$ cat src/hdl/ffrm_pkg.sv
// Shared types and constants for the first-fit resource map allocator.
package ffrm_pkg;

  // Width of the address and length fields carried on the item channels.
  localparam int DATA_W = 24;

  // Request item: allocate or free an extent.
  typedef struct packed {
    logic              req_type;
    logic [DATA_W-1:0] length;
    logic [DATA_W-1:0] base;
  } req_t;

  // Response item: one per request.
  typedef struct packed {
    logic [DATA_W-1:0] alloc_base;
    logic              found;
    logic              overflow;
  } rsp_t;

  // Request type codes.
  localparam logic REQ_ALLOC = 1'b0;
  localparam logic REQ_FREE  = 1'b1;

  // Commands from the controller to the datapath.
  typedef enum logic [3:0] {
    CMD_NONE,
    CMD_LOAD,
    CMD_SCAN,
    CMD_ALLOC_UPD,
    CMD_EVAL,
    CMD_MERGE,
    CMD_WR_PREV,
    CMD_WR_NEXT,
    CMD_OVF,
    CMD_DN_INIT,
    CMD_DN,
    CMD_UP_INIT,
    CMD_UP,
    CMD_PUBLISH
  } cmd_t;

  // Controller states.
  typedef enum logic [3:0] {
    ST_IDLE,
    ST_SCAN,
    ST_ALLOC_UPD,
    ST_EVAL,
    ST_DECIDE,
    ST_MERGE,
    ST_WR_PREV,
    ST_WR_NEXT,
    ST_OVF,
    ST_DN_INIT,
    ST_DN,
    ST_UP_INIT,
    ST_UP,
    ST_DONE
  } state_t;

  // Status from the datapath to the controller.
  typedef struct packed {
    logic req_free;
    logic hit;
    logic drained;
    logic up_done;
    logic zero_len;
    logic tp;
    logic tn;
    logic size_zero;
    logic full;
    logic out_free;
  } sts_t;

endpackage

$ cat src/hdl/ffrm_ctrl.sv
// Controller state machine that sequences scans, updates and table shifts.
module ffrm_ctrl (
  input  logic             clk,
  input  logic             rst,
  input  logic             req_valid,
  output logic             req_stall,
  input  ffrm_pkg::sts_t   sts,
  output ffrm_pkg::cmd_t   cmd
);
  import ffrm_pkg::*;

  state_t state;
  state_t state_next;

  // State register.
  always_ff @(posedge clk) begin
    if (rst) begin
      state <= ST_IDLE;
    end else begin
      state <= state_next;
    end
  end

  // Next-state logic.
  always_comb begin
    state_next = state;
    case (state)
      ST_IDLE: begin
        if (req_valid) state_next = ST_SCAN;
      end
      ST_SCAN: begin
        if (sts.hit || sts.drained) begin
          if (sts.req_free) state_next = ST_EVAL;
          else if (sts.hit) state_next = ST_ALLOC_UPD;
          else state_next = ST_DONE;
        end
      end
      ST_ALLOC_UPD: begin
        state_next = sts.zero_len ? ST_DN_INIT : ST_DONE;
      end
      ST_EVAL: state_next = ST_DECIDE;
      ST_DECIDE: begin
        if (sts.tp && sts.tn) state_next = ST_MERGE;
        else if (sts.tp) state_next = ST_WR_PREV;
        else if (sts.tn) state_next = ST_WR_NEXT;
        else if (!sts.size_zero && sts.full) state_next = ST_OVF;
        else if (!sts.size_zero) state_next = ST_UP_INIT;
        else state_next = ST_DONE;
      end
      ST_MERGE:   state_next = ST_WR_PREV;
      ST_WR_PREV: state_next = sts.tn ? ST_DN_INIT : ST_DONE;
      ST_WR_NEXT: state_next = ST_DONE;
      ST_OVF:     state_next = ST_DONE;
      ST_DN_INIT: state_next = ST_DN;
      ST_DN: begin
        if (sts.drained) state_next = ST_DONE;
      end
      ST_UP_INIT: state_next = ST_UP;
      ST_UP: begin
        if (sts.up_done) state_next = ST_DONE;
      end
      ST_DONE: begin
        if (sts.out_free) state_next = ST_IDLE;
      end
      default: state_next = ST_IDLE;
    endcase
  end

  // Command outputs.
  always_comb begin
    cmd = CMD_NONE;
    case (state)
      ST_IDLE:      cmd = req_valid ? CMD_LOAD : CMD_NONE;
      ST_SCAN:      cmd = CMD_SCAN;
      ST_ALLOC_UPD: cmd = CMD_ALLOC_UPD;
      ST_EVAL:      cmd = CMD_EVAL;
      ST_MERGE:     cmd = CMD_MERGE;
      ST_WR_PREV:   cmd = CMD_WR_PREV;
      ST_WR_NEXT:   cmd = CMD_WR_NEXT;
      ST_OVF:       cmd = CMD_OVF;
      ST_DN_INIT:   cmd = CMD_DN_INIT;
      ST_DN:        cmd = CMD_DN;
      ST_UP_INIT:   cmd = CMD_UP_INIT;
      ST_UP:        cmd = CMD_UP;
      ST_DONE:      cmd = sts.out_free ? CMD_PUBLISH : CMD_NONE;
      default:      cmd = CMD_NONE;
    endcase
  end

  // A new item is taken only while the controller is idle.
  assign req_stall = (state != ST_IDLE);

endmodule

$ cat src/hdl/ffrm_dpath.sv
// Datapath: extent table memory, scan and shift counters, merge arithmetic, result register.
module ffrm_dpath #(
  parameter int MAP_ENTRIES = 32,
  parameter int ADDR_BITS   = 24
) (
  input  logic             clk,
  input  logic             rst,
  input  ffrm_pkg::req_t   req,
  input  ffrm_pkg::cmd_t   cmd,
  output ffrm_pkg::sts_t   sts,
  input  logic             rsp_stall,
  output logic             rsp_valid,
  output ffrm_pkg::rsp_t   rsp
);
  import ffrm_pkg::*;

  localparam int AW = $clog2(MAP_ENTRIES);
  localparam int IW = $clog2(MAP_ENTRIES + 1);
  localparam int WW = (ADDR_BITS > DATA_W) ? ADDR_BITS : DATA_W;
  localparam int SW = WW + 1;
  localparam logic [ADDR_BITS-1:0] AMASK = {ADDR_BITS{1'b1}};

  typedef struct packed {
    logic [ADDR_BITS-1:0] b;
    logic [ADDR_BITS-1:0] l;
  } ext_t;

  // Saturate a sum to the largest representable length.
  function automatic logic [ADDR_BITS-1:0] sat(input logic [SW-1:0] v);
    sat = (v > SW'(AMASK)) ? AMASK : v[ADDR_BITS-1:0];
  endfunction

  // Extent table, one write and one registered read per cycle.
  ext_t            mem [MAP_ENTRIES];
  ext_t            rdata;
  logic [AW-1:0]   raddr;
  logic            we;
  logic [AW-1:0]   waddr;
  ext_t            wdata;

  // Request and working registers.
  logic                 typ;
  logic [DATA_W-1:0]    size;
  logic [ADDR_BITS-1:0] a;
  logic [IW-1:0]        used;
  logic [IW-1:0]        sa;
  logic                 rd_vld;
  logic [AW-1:0]        rd_idx;
  logic [IW-1:0]        pos;
  ext_t                 prev;
  logic                 prev_ok;
  ext_t                 cur;
  logic                 cur_ok;
  logic                 zero_len;
  logic                 tp;
  logic                 tn;
  logic [ADDR_BITS-1:0] sum_p;
  logic [ADDR_BITS-1:0] sum_n;
  logic [DATA_W-1:0]    res_base;
  logic                 res_found;
  logic                 res_ovf;

  // Derived values.
  logic [WW-1:0] base_ext;
  logic [SW-1:0] size_x;
  logic [SW-1:0] a_x;
  logic [SW-1:0] cur_b_x;
  logic [SW-1:0] alloc_b_sum;
  logic [SW-1:0] alloc_l_dif;
  logic [SW-1:0] prev_end;
  logic [SW-1:0] a_end;
  logic [SW-1:0] sum_p_raw;
  logic [SW-1:0] sum_n_raw;
  logic [SW-1:0] sum_m_raw;
  logic [IW-1:0] sa_dec;
  logic [IW-1:0] pos_dec;
  logic [IW-1:0] pos_inc;
  logic [AW-1:0] rd_idx_dec;
  logic [AW-1:0] rd_idx_inc;
  logic          cond;
  logic          hit;
  logic          drained;
  logic          up_done;
  logic          scan_go;
  logic          up_go;

  assign base_ext    = WW'(req.base);
  assign size_x      = SW'(size);
  assign a_x         = SW'(a);
  assign cur_b_x     = SW'(cur.b);
  assign alloc_b_sum = cur_b_x + size_x;
  assign alloc_l_dif = SW'(cur.l) - size_x;
  assign prev_end    = SW'(prev.b) + SW'(prev.l);
  assign a_end       = a_x + size_x;
  assign sum_p_raw   = SW'(prev.l) + size_x;
  assign sum_n_raw   = SW'(cur.l) + size_x;
  assign sum_m_raw   = SW'(sum_p) + SW'(cur.l);
  assign sa_dec      = sa - IW'(1);
  assign pos_dec     = pos - IW'(1);
  assign pos_inc     = pos + IW'(1);
  assign rd_idx_dec  = rd_idx - AW'(1);
  assign rd_idx_inc  = rd_idx + AW'(1);

  // Scan test: a free stops at the first base above its own, an allocate at the first fit.
  assign cond    = typ ? (SW'(rdata.b) > a_x) : (SW'(rdata.l) >= size_x);
  assign hit     = rd_vld && cond;
  assign scan_go = (sa < used);
  assign up_go   = (sa > pos);
  assign drained = !rd_vld && (sa >= used);
  assign up_done = !rd_vld && (sa <= pos);

  // Memory port.
  always_ff @(posedge clk) begin
    if (we) begin
      mem[waddr] <= wdata;
    end
    rdata <= mem[raddr];
  end

  // Read address: ascending for scans and removals, descending for insertion.
  assign raddr = (cmd == CMD_UP) ? sa_dec[AW-1:0] : sa[AW-1:0];

  // Write port selection.
  always_comb begin
    we    = 1'b0;
    waddr = pos[AW-1:0];
    wdata = cur;
    case (cmd)
      CMD_ALLOC_UPD: begin
        we      = !zero_len;
        wdata.b = alloc_b_sum[ADDR_BITS-1:0];
        wdata.l = alloc_l_dif[ADDR_BITS-1:0];
      end
      CMD_WR_PREV: begin
        we      = 1'b1;
        waddr   = pos_dec[AW-1:0];
        wdata.b = prev.b;
        wdata.l = sum_p;
      end
      CMD_WR_NEXT: begin
        we      = 1'b1;
        wdata.b = a;
        wdata.l = sum_n;
      end
      CMD_DN: begin
        we    = rd_vld;
        waddr = rd_idx_dec;
        wdata = rdata;
      end
      CMD_UP: begin
        if (rd_vld) begin
          we    = 1'b1;
          waddr = rd_idx_inc;
          wdata = rdata;
        end else if (up_done) begin
          we      = 1'b1;
          wdata.b = a;
          wdata.l = sat(size_x);
        end
      end
      default: ;
    endcase
  end

  // Control registers: fill count, read-pending flag, output valid.
  always_ff @(posedge clk) begin
    if (rst) begin
      used      <= '0;
      rd_vld    <= 1'b0;
      rsp_valid <= 1'b0;
    end else begin
      if (cmd == CMD_PUBLISH) begin
        rsp_valid <= 1'b1;
      end else if (rsp_valid && !rsp_stall) begin
        rsp_valid <= 1'b0;
      end
      case (cmd)
        CMD_SCAN: rd_vld <= scan_go;
        CMD_DN: begin
          rd_vld <= scan_go;
          if (drained) used <= used - IW'(1);
        end
        CMD_UP: begin
          rd_vld <= up_go;
          if (up_done) used <= used + IW'(1);
        end
        CMD_PUBLISH: rd_vld <= 1'b0;
        default: rd_vld <= 1'b0;
      endcase
    end
  end

  // Working registers.
  always_ff @(posedge clk) begin
    case (cmd)
      CMD_LOAD: begin
        typ       <= req.req_type;
        size      <= req.length;
        a         <= base_ext[ADDR_BITS-1:0];
        sa        <= '0;
        pos       <= '0;
        prev_ok   <= 1'b0;
        cur_ok    <= 1'b0;
        res_base  <= '0;
        res_found <= 1'b0;
        res_ovf   <= 1'b0;
      end
      CMD_SCAN: begin
        if (scan_go) begin
          sa     <= sa + IW'(1);
          rd_idx <= sa[AW-1:0];
        end
        if (hit) begin
          cur      <= rdata;
          cur_ok   <= 1'b1;
          pos      <= IW'(rd_idx);
          zero_len <= (SW'(rdata.l) == size_x);
        end else if (rd_vld) begin
          prev    <= rdata;
          prev_ok <= 1'b1;
        end
        if (drained) pos <= used;
      end
      CMD_ALLOC_UPD: begin
        res_base  <= cur_b_x[DATA_W-1:0];
        res_found <= 1'b1;
      end
      CMD_EVAL: begin
        tp    <= prev_ok && (prev_end == a_x);
        tn    <= cur_ok && (a_end == cur_b_x);
        sum_p <= sat(sum_p_raw);
        sum_n <= sat(sum_n_raw);
      end
      CMD_MERGE:   sum_p <= sat(sum_m_raw);
      CMD_OVF:     res_ovf <= 1'b1;
      CMD_DN_INIT: sa <= pos_inc;
      CMD_DN: begin
        if (scan_go) begin
          sa     <= sa + IW'(1);
          rd_idx <= sa[AW-1:0];
        end
      end
      CMD_UP_INIT: sa <= used;
      CMD_UP: begin
        if (up_go) begin
          sa     <= sa_dec;
          rd_idx <= sa_dec[AW-1:0];
        end
      end
      CMD_PUBLISH: begin
        rsp.alloc_base <= res_base;
        rsp.found      <= res_found;
        rsp.overflow   <= res_ovf;
      end
      default: ;
    endcase
  end

  // Status to the controller.
  always_comb begin
    sts.req_free  = (typ == REQ_FREE);
    sts.hit       = hit;
    sts.drained   = drained;
    sts.up_done   = up_done;
    sts.zero_len  = zero_len;
    sts.tp        = tp;
    sts.tn        = tn;
    sts.size_zero = (size == '0);
    sts.full      = (used == IW'(MAP_ENTRIES));
    sts.out_free  = !rsp_valid || !rsp_stall;
  end

endmodule

$ cat src/hdl/first_fit_resource_map_allocator.sv
// First-fit resource map allocator: top level joining controller and datapath.
//
// The block keeps a sorted list of free extents (base, length) in a table of MAP_ENTRIES
// entries with one read and one write port and serves one item at a time: an allocate takes
// units from the front of the first extent that is large enough, a free merges with its
// neighbors or inserts a new entry (flagging overflow and dropping the free when the table
// is full). The table is empty after reset and is tracked by a fill count, so no clearing
// pass is needed and the block takes items from the first cycle; software frees the initial
// region first. The scan reads one entry per cycle up to the position found, and removing
// or inserting an entry moves each later entry one per cycle from there, so together they
// pass over the live entries once; a merge with both neighbors is the longest case. The
// result waits in an output register, so the next item is accepted while an earlier result
// has not yet been taken; that next item then holds its result until the output register is
// free.
module first_fit_resource_map_allocator #(
  parameter int MAP_ENTRIES = 32,
  parameter int ADDR_BITS   = 24
) (
  input  logic             clk,
  input  logic             rst,
  input  logic             req_valid,
  output logic             req_stall,
  input  ffrm_pkg::req_t   req,
  output logic             rsp_valid,
  input  logic             rsp_stall,
  output ffrm_pkg::rsp_t   rsp
);
  import ffrm_pkg::*;

  cmd_t cmd;
  sts_t sts;

  // Sequencer.
  ffrm_ctrl u_ctrl (
    .clk       (clk),
    .rst       (rst),
    .req_valid (req_valid),
    .req_stall (req_stall),
    .sts       (sts),
    .cmd       (cmd)
  );

  // Table and arithmetic.
  ffrm_dpath #(
    .MAP_ENTRIES (MAP_ENTRIES),
    .ADDR_BITS   (ADDR_BITS)
  ) u_dpath (
    .clk       (clk),
    .rst       (rst),
    .req       (req),
    .cmd       (cmd),
    .sts       (sts),
    .rsp_stall (rsp_stall),
    .rsp_valid (rsp_valid),
    .rsp       (rsp)
  );

  // Only one item is in the block at a time.
  a_one_item: assert property (@(posedge clk) disable iff (rst)
    req_valid && !req_stall |=> req_stall)
    else $error("item accepted while another is in progress");

  // A result is moved to the output only when the output register is free.
  a_publish_free: assert property (@(posedge clk) disable iff (rst)
    cmd == CMD_PUBLISH |-> (!rsp_valid || !rsp_stall))
    else $error("result overwrote a waiting result");

  // A successful allocate never reports overflow.
  a_found_no_ovf: assert property (@(posedge clk) disable iff (rst)
    rsp_valid && rsp.found |-> !rsp.overflow)
    else $error("found and overflow both set");

endmodule

$ cat config.mk
export PLATFORM = sky130hd
export DESIGN_NAME = first_fit_resource_map_allocator
export DESIGN_NICKNAME = d
export VERILOG_FILES = /design/src/hdl/ffrm_pkg.sv /design/src/hdl/ffrm_ctrl.sv /design/src/hdl/ffrm_dpath.sv /design/src/hdl/first_fit_resource_map_allocator.sv
export SDC_FILE = /design/constraint.sdc
export NUM_CORES = 2
export LEC_CHECK = 0
export ABC_AREA = 1
export BUFFER_PORTS_ARGS = -buffer_cell sky130_fd_sc_hd__buf_2
export CORE_ASPECT_RATIO = 0.8
export CORE_MARGIN = 2
export CORE_UTILIZATION = 50
export CTS_BUF_LIST = sky130_fd_sc_hd__clkbuf_16
export DETAILED_ROUTE_END_ITERATION = 10
export MAX_ROUTING_LAYER = met4
export PLACE_DENSITY_LB_ADDON = 0.1
export REMOVE_ABC_BUFFERS = 1
export SYNTH_ARGS = -nofsm -noshare
export SYNTH_HDL_FRONTEND = slang
export SYNTH_SLANG_ARGS = --single-unit
export TNS_END_PERCENT = 20
$ cat constraint.sdc
create_clock -name clk -period 11.9 [get_ports clk]
set_input_delay 0.595 -clock clk [delete_from_list [all_inputs] [get_ports clk]]
set_output_delay 0.595 -clock clk [all_outputs]
set_load 0.02 [all_outputs]
After elaboration in Yosys (flattened, before gate mapping)
Memory sizes are Yosys's and may differ from the RTL's. A register that Yosys moved wholly into a read port is not among the register bits.
Index checks and enable logic that the tools add are counted.
{"block": "totals", "register_bits": 279, "ramBits": 1536, "out_inout_bits": 28, "word_cells": 192, "n_memories": 1}
{"name": "u_dpath.mem", "words": 32, "width": 48, "rd": 1, "rd_ports_with_merged_regs": 1, "write_ports": 1, "line": "ffrm_dpath.sv:34", "text": "ext_t mem [MAP_ENTRIES];"}
{"block": "op_classes", "n_addsub": 15, "magnitude_cmp": 10, "n_eq_ne": 43, "muxes": 57, "n_bitwise": 1, "reduce_logical": 38}
{"cell": "$pmux W48 S5", "n": 1}
{"cell": "$add A24 B24 Y25", "n": 5}
{"cell": "$pmux W4 S13", "n": 2}
{"cell": "$mux W48", "n": 2}
{"cell": "$pmux W24 S2", "n": 2}
{"cell": "$gt A25 B24 Y1 const B", "n": 3}
{"cell": "$mux W24", "n": 3}
{"cell": "$eq A25 B24 Y1", "n": 2}
{"cell": "$eq A4 B4 Y1 const B", "n": 12}
{"cell": "$mux W4", "n": 12}
{"cell": "$mux W6", "n": 6}
{"cell": "$eq A4 B3 Y1 const B", "n": 8}
{"cell": "$pmux W6 S5", "n": 1}
{"cell": "$add A24 B24 Y24", "n": 1}
{"cell": "$eq A24 B24 Y1", "n": 1}
{"cell": "$ge A24 B24 Y1", "n": 1}
{"cell": "$gt A24 B24 Y1", "n": 1}
{"cell": "$gt A24 B24 Y1 const B", "n": 1}
{"cell": "$logic_not A24 Y1", "n": 1}
{"cell": "$pmux W6 S2", "n": 2}
{"cell": "$sub A24 B24 Y24", "n": 1}
{"cell": "$mux W5", "n": 4}
{"cell": "$ne A2 B1 Y1 const B", "n": 10}
{"cell": "$add A6 B1 Y6 const B", "n": 3}
{"cell": "30 further kinds", "n": 79}

Longest topological paths before layout
{"block": "logic_depth", "ltp_word": 9, "ltp_mapped": 19}

By module
Synthesis repeated with hierarchy kept, for this count alone.
{"block": "unflattened", "cells_unflattened": 8100, "area_unflattened_um2": 85643.4}
{"mod": "ffrm_dpath", "instances": 1, "cells_per_inst": 7996, "area_each_um2": 85117.9}
{"mod": "ffrm_ctrl", "instances": 1, "cells_per_inst": 104, "area_each_um2": 525.5}

Worst setup path after synthesis
Ideal clock, no wire load.
{"block": "synth_path", "path_kind": "reg2reg", "startpoint": "register u_ctrl.state[3]", "endpoint": "memory u_dpath.mem[12][0] in the netlist's numbering (enable)", "arrival_ns": 3.918, "required_time_ns": 11.446, "setup_slack_ns": 7.528, "path_stages_with_launch": 16, "n_path_buf": 1, "path_cell_list": "dfxtp_1 -> inv_2 -> nor2_4 -> nand2_2 -> buf_6 -> nand2_1 -> o21ai_2 -> ha_1 -> and2_1 -> a21oi_1 -> o22ai_2 -> nor2_4 -> inv_2 -> nor2_2 -> nand2_1 -> nor2_1"}
{"block": "synth_via", "elab_chain_len": 7}
{"item": "start: declaration", "line": "ffrm_ctrl.sv:12", "text": "state_t state;"}
{"item": "start signal: assignment", "line": "ffrm_ctrl.sv:20", "text": "state <= state_next;"}
{"item": "$eq A4 B4 Y1, or another cell as far along", "line": "ffrm_ctrl.sv:72", "text": "case (state)"}
{"item": "$pmux W4 S13 *", "line": "ffrm_ctrl.sv:72"}
{"item": "$eq A4 B3 Y1", "line": "ffrm_dpath.sv:128", "text": "case (cmd)"}
{"item": "$reduce_or A2 Y1 (no source line)"}
{"item": "$pmux W1 S4", "line": "ffrm_dpath.sv:128"}
{"item": "$mux W1", "line": "ffrm_dpath.sv:114", "text": "if (we) begin"}
{"item": "$mux W1 (implied by the code)", "line": "ffrm_dpath.sv:115", "text": "mem[waddr] <= wdata;"}
{"item": "end: declaration", "line": "ffrm_dpath.sv:34"}
Mark *: on every way between the ends. The rest lies on a longest branch, timed or not.

Final worst setup path
{"block": "layout_path", "startpoint": "register u_ctrl.state[2]", "endpoint": "memory u_dpath.mem[0][37] in the netlist's numbering (enable)"}
Same word-level chain as after synthesis.

==> flow_summary.toml <==
[logic_synthesis]
async_flop_share = 0
synth_edf_count = 1803
synth-seq-cells = 1863
syn_area_mm2 = 0.0850
syn_area_per_cell_um2 = 10.7
yosysMostFrequentCell = "nor2_1"
seq_area_frac_synth = 0.651
yosysWarnings = 0
synthTopCellsByCount = "nor2_1, edfxtp_1, o21ai_0, nand3_1, nand2_1"
synthFlopType = "edfxtp_1"
synth_cell_types = 65
synthTopCellsByArea = "edfxtp_1, nor2_1, o21ai_0, nand3_1, ha_1"
synthCells = 7956
synth_top_area_share = 0.637
synth_top_cell_by_area = "edfxtp_1"

[critical_path]
crit_path_end_kind = "register"
arrival_ns = 5.90
crit_fanout = 30
crit_family = "simple AND/OR/NAND/NOR gates"
critPathSlowestCell = "nor2_4"
crit_buf_inv = 5
path_class = "register to register"
crit_chain = "inv_1, nand2_1, nor2_4, buf_4, inv_2, nor2_1, nor2_1, o211ai_1, inv_1, nor2_1, nand2_1, nor2_4, buf_4"
critical_path.max_stage_delay_ns = 1.10
r2r_cells = 13
r2r-end = "u_dpath.mem[0][37]$_DFFE_PP_"
crit_path_start_kind = "register"
cp_data_required_time_ns = 12.35
r2r-start = "u_ctrl.state[2]$_SDFFE_PP0P_"
path_common_cell = "nor2_1"
r2r_setup_slack_ns = 6.45

[sta]
fmax_mhz = 183
fin_crit_sh = 0.458
fin_skew_ns = 0.0449
holdWs_ns = 0.0588
relSlewSlack = 0.172
finalHoldViolations = 0
finalSetupViolations = 0
worst_pin_slew_ns = 1.24
rsz0062_at_grt = "no"
slew_viol_final = 0
layout_min_cycle_time_ns = 5.45

[global_routing]
track_usage = 0.335
grt_pass1_wl_mm = 413
first_global_vias = 59200
grt_max_degree = 198
overflow = 0
antenna_found_initial = 7

[place]
io_buffers = 80
hpwl_mm = 173
routabilityCongestion = 0.959

[detailed_routing]
met3_wirelength_mm = 26.9
drt-met1-wl_mm = 123
drt_iter0_markers = 8097
drtAntennaViolNets = 0
top_layer = "met4"
drt_pass1_iterations = 8
drc = 0
vias = 63200
viasPerCell = 6.06
finalWirelength_mm = 287
wl_met2_mm = 126
wl_per_cell_um = 27.6

[die]
die_w_um = 465
row_count = 135
core_mm2 = 0.169
die_h_um = 373
start_util = 0.503
dieArea_mm2 = 0.173
ios = 81

[pwr]
vdd_drop_max_mv = 0.390
sw_frac_of_total = 0.412
power_density_mw_per_mm2 = 243
switching_power_mw = 9.47
intPower_mw = 13.5
p_leak_nw = 34.2
seqPwrFrac = 0.382
power.share.clock = 0.251
p_comb_frac = 0.367

[cells_and_area]
final_core_util = 0.560
multi_input_area_mm2 = 0.0273
drive_above_1_share = 0.0748
n_fill_cell = 14400
layout.nets = 8302
area_growth_pct = 11.3
seqCellArea_mm2 = 0.0553

[worst_hold_path]
hold_end = "u_dpath.rd_vld$_SDFF_PP0_"
hold_path_class = "input port to register"
min-delay-start = "rst"
hold_depth = 2

[clock_network]
post_cts_resized = 0
ctsHoldBuffers = 34
worstSkewPairLatency_ns = 0.85
path_clk_slew_ns = 0.06
htree_levels = 4
cts_buffer_depth = 3
clock_sinks = 1863
postCtsSetupBuffers = 0
cts_made_buffers = 185
cts-root-buf = "clkbuf_16"
tritoncts = "done"

[job]
maxCapViolCount = 0

[outcome]
outcome = "completed"
[flip-flops by register name, summed over array words and instances, names as in the netlist, 4 cells and up]
name,flops
u_dpath.pos,6
u_dpath.sum_n,24
u_dpath.used,6
u_dpath.sum_p,24
u_dpath.a,24
u_dpath.sa,6
u_dpath.cur,48
u_dpath.rdata,48
u_dpath.rd_idx,5
u_dpath.rsp,26
u_ctrl.state,4
u_dpath.size,24
u_dpath.res_base,24
u_dpath.prev,48
u_dpath.mem,1536
[power by group through the flow]
stage          Clock [mW]  Sequential, mW  Combinational, mW
2_1_floorplan           0            8.48               5.70
3_3_place_gp            0            8.87               8.23
3_5_place_dp            0            8.86               8.28
4_1_cts              5.84            8.73               8.33
5_1_grt              6.09            8.75               9.22
6_report             5.77            8.78               8.45
[layout by cell type (no fill, tap or decap), types with 15 or more instances in the layout]
master,synthesis,layout
or2_2,17,17
buf_2,46,80
clkinv_2,0,44
buf_4,7,129
o211ai_1,16,16
o21ai_0,869,867
dlygate4sd3_1,0,34
a21o_1,17,17
nor2_4,4,39
o21a_1,15,15
a221oi_1,21,21
a21oi_1,268,266
dfxtp_1,60,60
nand3_1,855,855
clkbuf_16,0,187
xor2_1,75,75
o21bai_1,18,18
ha_1,235,234
clkinv_1,3,39
nand4_1,66,66
nor3_1,30,28
inv_1,348,392
nand2_1,701,700
nor2_1,1841,1805
o21ai_1,73,72
xnor2_1,42,42
edfxtp_1,1803,1803
inv_2,19,19
[cells by family after synthesis]
group           count (synthesis)  synth area share
fa+ha+maj                     243            0.0365
flops                        1863             0.651
buf+inv                       757            0.0349
xor+xnor                      117            0.0120
compound gates               1424            0.0918
simple gates                 3552             0.174
[how the worst max path moves through the flow]
stage                                 startpoint                             to  slack [ns]  depth (start not counted)
CTS                 u_ctrl.state[2]$_SDFFE_PP0P_   u_dpath.mem[13][1]$_DFFE_PP_        6.47                         11
global route        u_ctrl.state[2]$_SDFFE_PP0P_      u_dpath.rdata[45]$_DFF_P_        6.25                         15
finish              u_ctrl.state[2]$_SDFFE_PP0P_   u_dpath.mem[0][37]$_DFFE_PP_        6.45                         13
detailed placement  u_ctrl.state[2]$_SDFFE_PP0P_  u_dpath.mem[13][22]$_DFFE_PP_        6.48                         11
floorplan           u_ctrl.state[2]$_SDFFE_PP0P_       u_dpath.rdata[0]$_DFF_P_      -22.81                         12
global placement    u_ctrl.state[2]$_SDFFE_PP0P_  u_dpath.mem[13][22]$_DFFE_PP_        6.58                         11
[metal layers]
metal / up-vias / GRT usage
met5: - / -
met2: 3395 / 0.486
met4: 0 / 0.117
met3: 505 / 0.0525
met1: 31000 / 0.482
li1: 28300 / -
[cell type report]
cell class                      instances  share of cell area
Antenna cell                            1           0.0000264
Clock buffer                          187              0.0494
Clock inverter                        163              0.0134
Inverter                              370              0.0150
Multi-Input combinational cell       5336               0.288
Sequential cell                      1863               0.585
Tap cell                             2260              0.0299
Timing Repair Buffer                  250              0.0195
[worst reg2reg max path: cells and delay by family, from the launching register on]
family | cells | cell delay, ns
and+or+nand+nor | 7 | 2.43
buffers and inverters | 5 | 1.92
DFF | 1 | 0.35
AOI/OAI and AO/OA | 1 | 0.28
[through the flow]
stage	setup TNS (ns)	cells	setup WS [ns]	instance area [um2]	power, mW
after detailed placement	0	10000	6.48	88400	17.1
after global routing	0	10400	6.25	94700	24.1
final	0	10400	6.45	94700	23.0
after CTS	0	10400	6.47	94700	22.9
after global placement	0	10000	6.58	88400	17.1
after floorplan	-1121.21	7569	-22.81	83500	14.2
Power figures use the tool's default switching activity.
